$ cat config.mk
export PLATFORM = sky130hd
export DESIGN_NAME = murmur_djb2_buffer_checksum_unit
export DESIGN_NICKNAME = d
export VERILOG_FILES = /design/src/rtl/mdcks_pkg.sv /design/src/rtl/murmur_djb2_buffer_checksum_unit.sv /design/src/rtl/mdcks_fifo.sv /design/src/rtl/mdcks_front.sv /design/src/rtl/mdcks_back.sv
export SDC_FILE = /design/constraint.sdc
export NUM_CORES = 2
export LEC_CHECK = 0
export ABC_AREA = 1
export ABC_CLOCK_PERIOD_IN_PS = 7700
export BUFFER_PORTS_ARGS = -buffer_cell sky130_fd_sc_hd__buf_2
export CORE_MARGIN = 5
export CORE_UTILIZATION = 38
export DETAILED_ROUTE_END_ITERATION = 10
export HOLD_SLACK_MARGIN = 0.12
export PLACE_DENSITY_LB_ADDON = 0.15
export SYNTH_ARGS = -nofsm -noshare
export SYNTH_HDL_FRONTEND = slang
export SYNTH_HIERARCHICAL = 1
export SYNTH_SLANG_ARGS = --single-unit
$ cat constraint.sdc
create_clock -name clock -period 7.7 [get_ports clock]
set_input_delay 0.385 -clock clock [delete_from_list [all_inputs] [get_ports clock]]
set_output_delay 0.385 -clock clock [all_outputs]
set_load 0.03 [all_outputs]
$ cat src/rtl/mdcks_pkg.sv
// Shared types and constants for the buffer checksum block.
// Used by every module under rtl/ except mdcks_fifo; depends on nothing else.
`default_nettype none
package mdcks_pkg;

   // Seed for the running sum and for each djb2 pass
   localparam logic [63:0] SEED_VALUE = 64'd5381;
   // Murmur3 fmix32 multipliers
   localparam logic [31:0] FMIX_MUL1 = 32'h85eb_ca6b;
   localparam logic [31:0] FMIX_MUL2 = 32'hc2b2_ae35;
   // Default queue depths
   localparam int QUEUE_DEPTH_DEF  = 2;
   localparam int RESULT_DEPTH_DEF = 2;

   // How the back end treats a word
   typedef enum logic [1:0] {
      KIND_NONE = 2'd0,   // no valid bytes
      KIND_FULL = 2'd1,   // eight or more bytes: fmix32 of low half
      KIND_PART = 2'd2    // one to seven bytes: djb2
   } kind_type;

   // Classified item passed from front to back
   typedef struct packed {
      logic [63:0] data;
      kind_type    kind;
      logic [2:0]  count;
      logic        last;
   } item_type;

   // Back-end sequencer states
   typedef enum logic [2:0] {
      ST_IDLE = 3'd0,
      ST_MIX1 = 3'd1,
      ST_MIX2 = 3'd2,
      ST_MIX3 = 3'd3,
      ST_DJB  = 3'd4,
      ST_FIN  = 3'd5
   } state_type;

endpackage
`default_nettype wire

$ cat src/rtl/murmur_djb2_buffer_checksum_unit.sv
// Top level of the buffer checksum block.
// Depends on mdcks_pkg, mdcks_front, mdcks_back and mdcks_fifo.
//
//   Channel   Ports                                   Handshake
//   input     req_data_word req_byte_count req_last   req_push / req_full
//   result    rsp_checksum_value                      rsp_pop / rsp_empty
//
// The back-end sequencer sets the rate: IDLE, MIX1-MIX3, FIN for a full
// word; IDLE, a DJB step per byte, FIN for a partial one; IDLE, FIN if empty.
// The input queue keeps accepting until full while the sequencer works; the
// result queue lets results wait for rsp_pop, stalling FIN only when full.
// Synchronous active-high reset empties both queues and sets the sum to 5381.
`default_nettype none
module murmur_djb2_buffer_checksum_unit #(
   parameter int QUEUE_DEPTH  = mdcks_pkg::QUEUE_DEPTH_DEF,
   parameter int RESULT_DEPTH = mdcks_pkg::RESULT_DEPTH_DEF
) (
   input  wire logic        clock,
   input  wire logic        reset,
   input  wire logic        req_push,
   output logic             req_full,
   input  wire logic [63:0] req_data_word,
   input  wire logic [3:0]  req_byte_count,
   input  wire logic        req_last,
   output logic             rsp_empty,
   input  wire logic        rsp_pop,
   output logic [63:0]      rsp_checksum_value
);
   mdcks_pkg::item_type q_item;
   logic                q_empty;
   logic                q_pop;
   logic                res_full;
   logic                res_push;
   logic [63:0]         res_data;

   mdcks_front #(
      .QUEUE_DEPTH (QUEUE_DEPTH)
   ) u_front (
      .clock          (clock),
      .reset          (reset),
      .req_push       (req_push),
      .req_full       (req_full),
      .req_data_word  (req_data_word),
      .req_byte_count (req_byte_count),
      .req_last       (req_last),
      .q_pop          (q_pop),
      .q_item         (q_item),
      .q_empty        (q_empty)
   );

   mdcks_back u_back (
      .clock    (clock),
      .reset    (reset),
      .q_item   (q_item),
      .q_empty  (q_empty),
      .q_pop    (q_pop),
      .res_full (res_full),
      .res_push (res_push),
      .res_data (res_data)
   );

   // result queue
   mdcks_fifo #(
      .WIDTH (64),
      .DEPTH (RESULT_DEPTH)
   ) u_result_queue (
      .clock     (clock),
      .reset     (reset),
      .push      (res_push),
      .push_data (res_data),
      .full      (res_full),
      .pop       (rsp_pop),
      .pop_data  (rsp_checksum_value),
      .empty     (rsp_empty)
   );

`ifndef SYNTHESIS
   // sequencer only pops a queue that holds an item
   a_pop_nonempty: assert property (@(posedge clock) disable iff (reset)
      q_pop |-> !q_empty)
      else $error("back end popped an empty input queue");

   // sequencer never pushes into a full result queue
   a_push_room: assert property (@(posedge clock) disable iff (reset)
      res_push |-> !res_full)
      else $error("result pushed into a full queue");

   // a pushed result is visible on the next cycle
   a_push_visible: assert property (@(posedge clock) disable iff (reset)
      res_push |=> !rsp_empty)
      else $error("pushed result not visible");

   // each pop takes the sequencer out of IDLE, so no two pops are consecutive
   a_no_back_to_back_pop: assert property (@(posedge clock) disable iff (reset)
      q_pop |=> !q_pop)
      else $error("input queue popped on consecutive cycles");
`endif

endmodule
`default_nettype wire

$ cat src/rtl/mdcks_fifo.sv
// Small show-ahead queue built from registers.
// Generic; no package dependency.
`default_nettype none
module mdcks_fifo #(
   parameter int WIDTH = 1,
   parameter int DEPTH = 2
) (
   input  wire logic             clock,
   input  wire logic             reset,
   input  wire logic             push,
   input  wire logic [WIDTH-1:0] push_data,
   output logic                  full,
   input  wire logic             pop,
   output logic [WIDTH-1:0]      pop_data,
   output logic                  empty
);
   localparam int IDX_W = (DEPTH > 1) ? $clog2(DEPTH) : 1;
   localparam int CNT_W = $clog2(DEPTH + 1);

   logic [WIDTH-1:0] mem_ff [DEPTH];
   logic [IDX_W-1:0] wr_ptr_ff, wr_ptr_in;
   logic [IDX_W-1:0] rd_ptr_ff, rd_ptr_in;
   logic [CNT_W-1:0] count_ff, count_in;
   logic             do_push, do_pop;

   assign full     = (count_ff == CNT_W'(DEPTH));
   assign empty    = (count_ff == '0);
   assign do_push  = push && !full;
   assign do_pop   = pop && !empty;
   assign pop_data = mem_ff[rd_ptr_ff];

   // pointer and fill count update
   always_comb begin
      wr_ptr_in = wr_ptr_ff;
      rd_ptr_in = rd_ptr_ff;
      count_in  = count_ff;
      if (do_push) begin
         wr_ptr_in = (wr_ptr_ff == IDX_W'(DEPTH - 1)) ? '0 : wr_ptr_ff + 1'b1;
      end
      if (do_pop) begin
         rd_ptr_in = (rd_ptr_ff == IDX_W'(DEPTH - 1)) ? '0 : rd_ptr_ff + 1'b1;
      end
      if (do_push && !do_pop) begin
         count_in = count_ff + 1'b1;
      end else if (do_pop && !do_push) begin
         count_in = count_ff - 1'b1;
      end
   end

   always_ff @(posedge clock) begin
      if (reset) begin
         wr_ptr_ff <= '0;
         rd_ptr_ff <= '0;
         count_ff  <= '0;
      end else begin
         wr_ptr_ff <= wr_ptr_in;
         rd_ptr_ff <= rd_ptr_in;
         count_ff  <= count_in;
      end
   end

   // storage, no reset needed
   always_ff @(posedge clock) begin
      if (do_push) begin
         mem_ff[wr_ptr_ff] <= push_data;
      end
   end

endmodule
`default_nettype wire

$ cat src/rtl/mdcks_front.sv
// Front end: accepts input words, classifies them and queues them.
// Depends on mdcks_pkg and mdcks_fifo.
`default_nettype none
module mdcks_front #(
   parameter int QUEUE_DEPTH = mdcks_pkg::QUEUE_DEPTH_DEF
) (
   input  wire logic               clock,
   input  wire logic               reset,
   input  wire logic               req_push,
   output logic                    req_full,
   input  wire logic [63:0]        req_data_word,
   input  wire logic [3:0]         req_byte_count,
   input  wire logic               req_last,
   input  wire logic               q_pop,
   output mdcks_pkg::item_type     q_item,
   output logic                    q_empty
);
   mdcks_pkg::item_type cls_item;
   logic [$bits(mdcks_pkg::item_type)-1:0] q_bits;

   // classify by byte count; counts of eight and above are full words
   always_comb begin
      cls_item.data  = req_data_word;
      cls_item.count = req_byte_count[2:0];
      cls_item.last  = req_last;
      if (req_byte_count[3]) begin
         cls_item.kind = mdcks_pkg::KIND_FULL;
      end else if (req_byte_count[2:0] == 3'd0) begin
         cls_item.kind = mdcks_pkg::KIND_NONE;
      end else begin
         cls_item.kind = mdcks_pkg::KIND_PART;
      end
   end

   mdcks_fifo #(
      .WIDTH ($bits(mdcks_pkg::item_type)),
      .DEPTH (QUEUE_DEPTH)
   ) u_queue (
      .clock     (clock),
      .reset     (reset),
      .push      (req_push),
      .push_data (cls_item),
      .full      (req_full),
      .pop       (q_pop),
      .pop_data  (q_bits),
      .empty     (q_empty)
   );

   assign q_item = mdcks_pkg::item_type'(q_bits);

endmodule
`default_nettype wire

$ cat src/rtl/mdcks_back.sv
// Back end: sequencer that folds each queued item into the running sum.
// Depends on mdcks_pkg.
`default_nettype none
module mdcks_back (
   input  wire logic                clock,
   input  wire logic                reset,
   input  wire mdcks_pkg::item_type q_item,
   input  wire logic                q_empty,
   output logic                     q_pop,
   input  wire logic                res_full,
   output logic                     res_push,
   output logic [63:0]              res_data
);
   mdcks_pkg::state_type state_ff, state_in;
   logic [63:0] data_ff, data_in;
   logic [31:0] x_ff, x_in;
   logic [63:0] h_ff, h_in;
   logic [63:0] sum_ff, sum_in;
   logic [2:0]  left_ff, left_in;
   logic        last_ff, last_in;
   logic [63:0] h_step;
   logic [31:0] x_xor13;
   logic [31:0] lo_word;

   // next state
   always_comb begin
      state_in = state_ff;
      unique case (state_ff)
         mdcks_pkg::ST_IDLE: begin
            if (!q_empty) begin
               unique case (q_item.kind)
                  mdcks_pkg::KIND_FULL: state_in = mdcks_pkg::ST_MIX1;
                  mdcks_pkg::KIND_PART: state_in = mdcks_pkg::ST_DJB;
                  default:              state_in = mdcks_pkg::ST_FIN;
               endcase
            end
         end
         mdcks_pkg::ST_MIX1: state_in = mdcks_pkg::ST_MIX2;
         mdcks_pkg::ST_MIX2: state_in = mdcks_pkg::ST_MIX3;
         mdcks_pkg::ST_MIX3: state_in = mdcks_pkg::ST_FIN;
         mdcks_pkg::ST_DJB: begin
            if (left_ff == 3'd0) begin
               state_in = mdcks_pkg::ST_FIN;
            end
         end
         mdcks_pkg::ST_FIN: begin
            if (!last_ff || !res_full) begin
               state_in = mdcks_pkg::ST_IDLE;
            end
         end
         default: state_in = mdcks_pkg::ST_IDLE;
      endcase
   end

   // handshake outputs
   always_comb begin
      q_pop    = (state_ff == mdcks_pkg::ST_IDLE) && !q_empty;
      res_push = (state_ff == mdcks_pkg::ST_FIN) && last_ff && !res_full;
      res_data = sum_ff;
   end

   // djb2 step on the low byte: h * 33 + signed byte
   assign h_step  = (h_ff << 5) + h_ff + {{56{data_ff[7]}}, data_ff[7:0]};
   assign x_xor13 = x_ff ^ (x_ff >> 13);
   assign lo_word = q_item.data[31:0];

   // datapath
   always_comb begin
      data_in = data_ff;
      x_in    = x_ff;
      h_in    = h_ff;
      sum_in  = sum_ff;
      left_in = left_ff;
      last_in = last_ff;
      unique case (state_ff)
         mdcks_pkg::ST_IDLE: begin
            if (!q_empty) begin
               data_in = q_item.data;
               last_in = q_item.last;
               x_in    = lo_word ^ (lo_word >> 16);
               h_in    = mdcks_pkg::SEED_VALUE;
               left_in = q_item.count - 3'd1;
            end
         end
         mdcks_pkg::ST_MIX1: x_in = x_ff * mdcks_pkg::FMIX_MUL1;
         mdcks_pkg::ST_MIX2: x_in = x_xor13 * mdcks_pkg::FMIX_MUL2;
         mdcks_pkg::ST_MIX3: sum_in = sum_ff ^ {32'd0, x_ff ^ (x_ff >> 16)};
         mdcks_pkg::ST_DJB: begin
            h_in    = h_step;
            data_in = data_ff >> 8;
            left_in = left_ff - 3'd1;
            if (left_ff == 3'd0) begin
               sum_in = sum_ff ^ h_step;
            end
         end
         mdcks_pkg::ST_FIN: begin
            if (res_push) begin
               sum_in = mdcks_pkg::SEED_VALUE;
            end
         end
         default: ;
      endcase
   end

   always_ff @(posedge clock) begin
      if (reset) begin
         state_ff <= mdcks_pkg::ST_IDLE;
         sum_ff   <= mdcks_pkg::SEED_VALUE;
      end else begin
         state_ff <= state_in;
         sum_ff   <= sum_in;
      end
   end

   // working registers, no reset needed
   always_ff @(posedge clock) begin
      data_ff <= data_in;
      x_ff    <= x_in;
      h_ff    <= h_in;
      left_ff <= left_in;
      last_ff <= last_in;
   end

endmodule
`default_nettype wire

==> impl_metrics.py <==
metrics = {
    "critical_path": {
        "cp_max_fo": 8,
        "path_class": "register to register",
        "worst_ep_required_time_ns": 8.10,
        "arrival_ns": 7.72,
        "end_kind": "register",
        "startpoint_type": "register",
    },
    "detailed_routing": {
        "num_vias": 34300,
        "routed_wl_um": 152000,
        "top_layer": "met4",
        "viasPerCell": 4.94,
        "wl_met1_um": 70300,
        "wl_met2_um": 70100,
        "detail-route-antenna-nets": 0,
        "dr.first_iter.drc_count": 2331,
        "routedWlPerCell_um": 21.9,
        "drtPass1Iterations": 6,
        "wl_met3_um": 7630,
        "drc_errors": 0,
    },
    "layout": {
        "multi_input_area_sq_um": 27200,
        "postLayoutCellArea_sq_um": 51700,
        "drive_above_1_share": 0.0929,
        "fin_cells": 6946,
        "nets": 6216,
        "fillers": 12300,
        "synthToLayoutAreaGrowth_pct": 11.7,
        "regArea_sq_um": 14500,
    },
    "global_routing": {
        "antenna_found_initial": 2,
        "overflow": 0,
        "grt_pass1_vias": 35000,
        "grt_start_max_net_pins": 72,
        "grt_usage": 0.234,
        "grt_pass1_wl_um": 227000,
    },
    "synthesis": {
        "ys_ff_latch": 509,
        "synthDistinctLibCells": 54,
        "ys_seq_area_frac": 0.314,
        "syn_inst": 5009,
        "synth_warnings": 6,
        "syn-num-nets": 5953,
        "ys.flop_type": "edfxtp_1",
        "syn_area_per_cell_sq_um": 9.23,
        "async_flop_share": 0,
        "synth-edff-count": 432,
        "synthesis.area_sq_um": 46200,
    },
    "clock_tree": {
        "cts.clk_slew.worst_paths_ns": 0.06,
        "cts_max_path_buffers": 3,
        "htree_levels": 2,
        "numClockSinks": 509,
        "numCtsBuffers": 56,
        "cts_tree": "yes",
        "ctsRootBufferMaster": "clkbuf_16",
        "clk_latency_ns": 0.67,
    },
    "timing": {
        "final_hold_viol_count": 0,
        "setup_violations": 0,
        "max_freq_mhz": 137,
        "slew_viol_final": 0,
        "setup_tns_ns": 0,
        "finClkSkew_ns": 0.0582,
        "finalCriticalPeriod_ns": 7.32,
        "tightest_slew_ns": 1.14,
        "relSlewSlack": 0.236,
        "post-route-period-util": 0.951,
        "rsz0062_at_grt": "no",
        "whs_ns": 0.166,
    },
    "floorplanning": {
        "die_h_um": 359,
        "start_util": 0.381,
        "die_w_um": 359,
        "fp.dieArea_sq_um": 129000,
        "rows": 128,
        "design.core.area_sq_um": 121000,
        "io_pins": 139,
    },
    "placement": {
        "dp_hpwl_um": 126000,
        "numPortBuffers": 138,
        "placed_cells_incl_taps": 6768,
        "place_congestion": 0.962,
        "placed_cell_area_sq_um": 49000,
    },
    "hold_path": {
        "worstHoldPathType": "input port to register",
    },
    "status": {
        "status": "finished, final reports clean",
    },
    "run": {
        "maxCapViolCount": 0,
    },
}
cells in the mapped netlist, types with 36 or more instances:
library cell,number,share of area
dfxtp_1,77,0.033
inv_1,1061,0.086
xor2_1,63,0.012
a21oi_1,272,0.029
mux2_4,130,0.042
fa_1,450,0.19
xnor2_1,49,0.0093
nand3_1,231,0.025
clkbuf_1,36,0.0029
edfxtp_1,432,0.28
o21ai_0,147,0.016
nand2_1,1061,0.086
ha_1,421,0.11
nand4_1,36,0.0049
nor2_1,305,0.025
final cells by class:
cell class                 count  area share
antenna                        2   0.0000968
clock buffer                  73      0.0299
clock inverter                32     0.00789
inverter                    1069      0.0778
multi-input combinational   3358       0.527
sequential                   509       0.281
tap                         1625      0.0393
timing repair buffer         278      0.0370
cell usage in the layout (no fill, tap or decap), drive strengths merged, types with 77 or more instances in the layout:
cell type and n:
buf 209, a21oi 273, fa 450, nand2 1061, nor2 314, mux2 134
nand3 235, inv 1070, ha 421, dfxtp 77, edfxtp 432, o21ai 163
metrics by stage:
stage / utilization / worst slack, ns
2_1_floorplan: - / 0.989
4_1_cts: 0.425 / 0.199
5_1_grt: 0.426 / 0.0466
3_5_place_dp: 0.404 / 0.234
6_report: 0.426 / 0.378
3_3_place_gp: 0.404 / 0.196
routing by layer:
metal | vias up | track usage
met1 | 16800 | 0.333
met4 | 0 | 0.0545
met5 | - | 0
li1 | 16500 | -
met3 | 153 | 0.0310
met2 | 835 | 0.382
sequential cells by signal, indices dropped and copies added, names as in the netlist, named ones only:
name	cells
u_front/u_queue/mem_ff	140
u_result_queue/mem_ff	128
u_back/data_ff	64
u_back/h_ff	64
u_back/res_data	64
u_back/x_ff	32
u_back/left_ff	3
u_back/state_ff	3
u_front/u_queue/count_ff	2
u_result_queue/count_ff	2
u_back/last_ff	1
u_front/u_queue/rd_ptr_ff	1
u_front/u_queue/wr_ptr_ff	1
u_result_queue/rd_ptr_ff	1
u_result_queue/wr_ptr_ff	1
cells by family (layout without fill, tap and decap cells):
logic type,after synthesis,in the layout,share of synthesized area
simple gates,1731,1731,0.155
xor+xnor,112,112,0.0212
compound gates,507,507,0.0594
flops,509,509,0.314
fa+ha+maj,871,871,0.309
buf+inv,1142,1452,0.0984
mux,137,137,0.0438
other cells,0,2,0
worst max-delay path: stages (launching register included):
cell and delay, ns:
edfxtp_1 0.77, xor2_1 0.25, buf_4 0.25, ha_1 0.30, inv_1 0.05, fa_1 0.49
fa_1 0.63, inv_1 0.07, fa_1 0.55, fa_1 0.43, ha_1 0.29, fa_1 0.50
inv_1 0.06, fa_1 0.50, inv_1 0.04, ha_1 0.35, nand2_1 0.16, inv_1 0.05
a21oi_1 0.14, nand2_1 0.09, a21oi_1 0.18, o21ai_0 0.12, buf_4 0.18, xnor2_1 0.30
buf_4 0.17, o211ai_1 0.07
final timing paths:
kind / startpoint / endpoint / slack (ns) / cells after the start
worst max-delay path: u_back/x_ff[4] / u_back/x_ff[19] / 0.38 / 25
worst min register to register: u_back/res_data[59] / u_result_queue/mem_ff[0][59] / 0.44 / 0
worst max register to register: u_back/x_ff[4] / u_back/x_ff[19] / 0.38 / 25
worst min-delay path: req_push / u_front/u_queue/wr_ptr_ff / 0.17 / 4
what timing repair did:
item,CTS,global route
gates resized for setup,0,3
hold endpoints to repair,140,0
buffers inserted,0,2
hold buffers,69,0
setup endpoints to repair,0,7
Power is left out: the tool's default activity adds up to more than one toggle a clock period on the data nets, which glitch-free logic cannot reach.
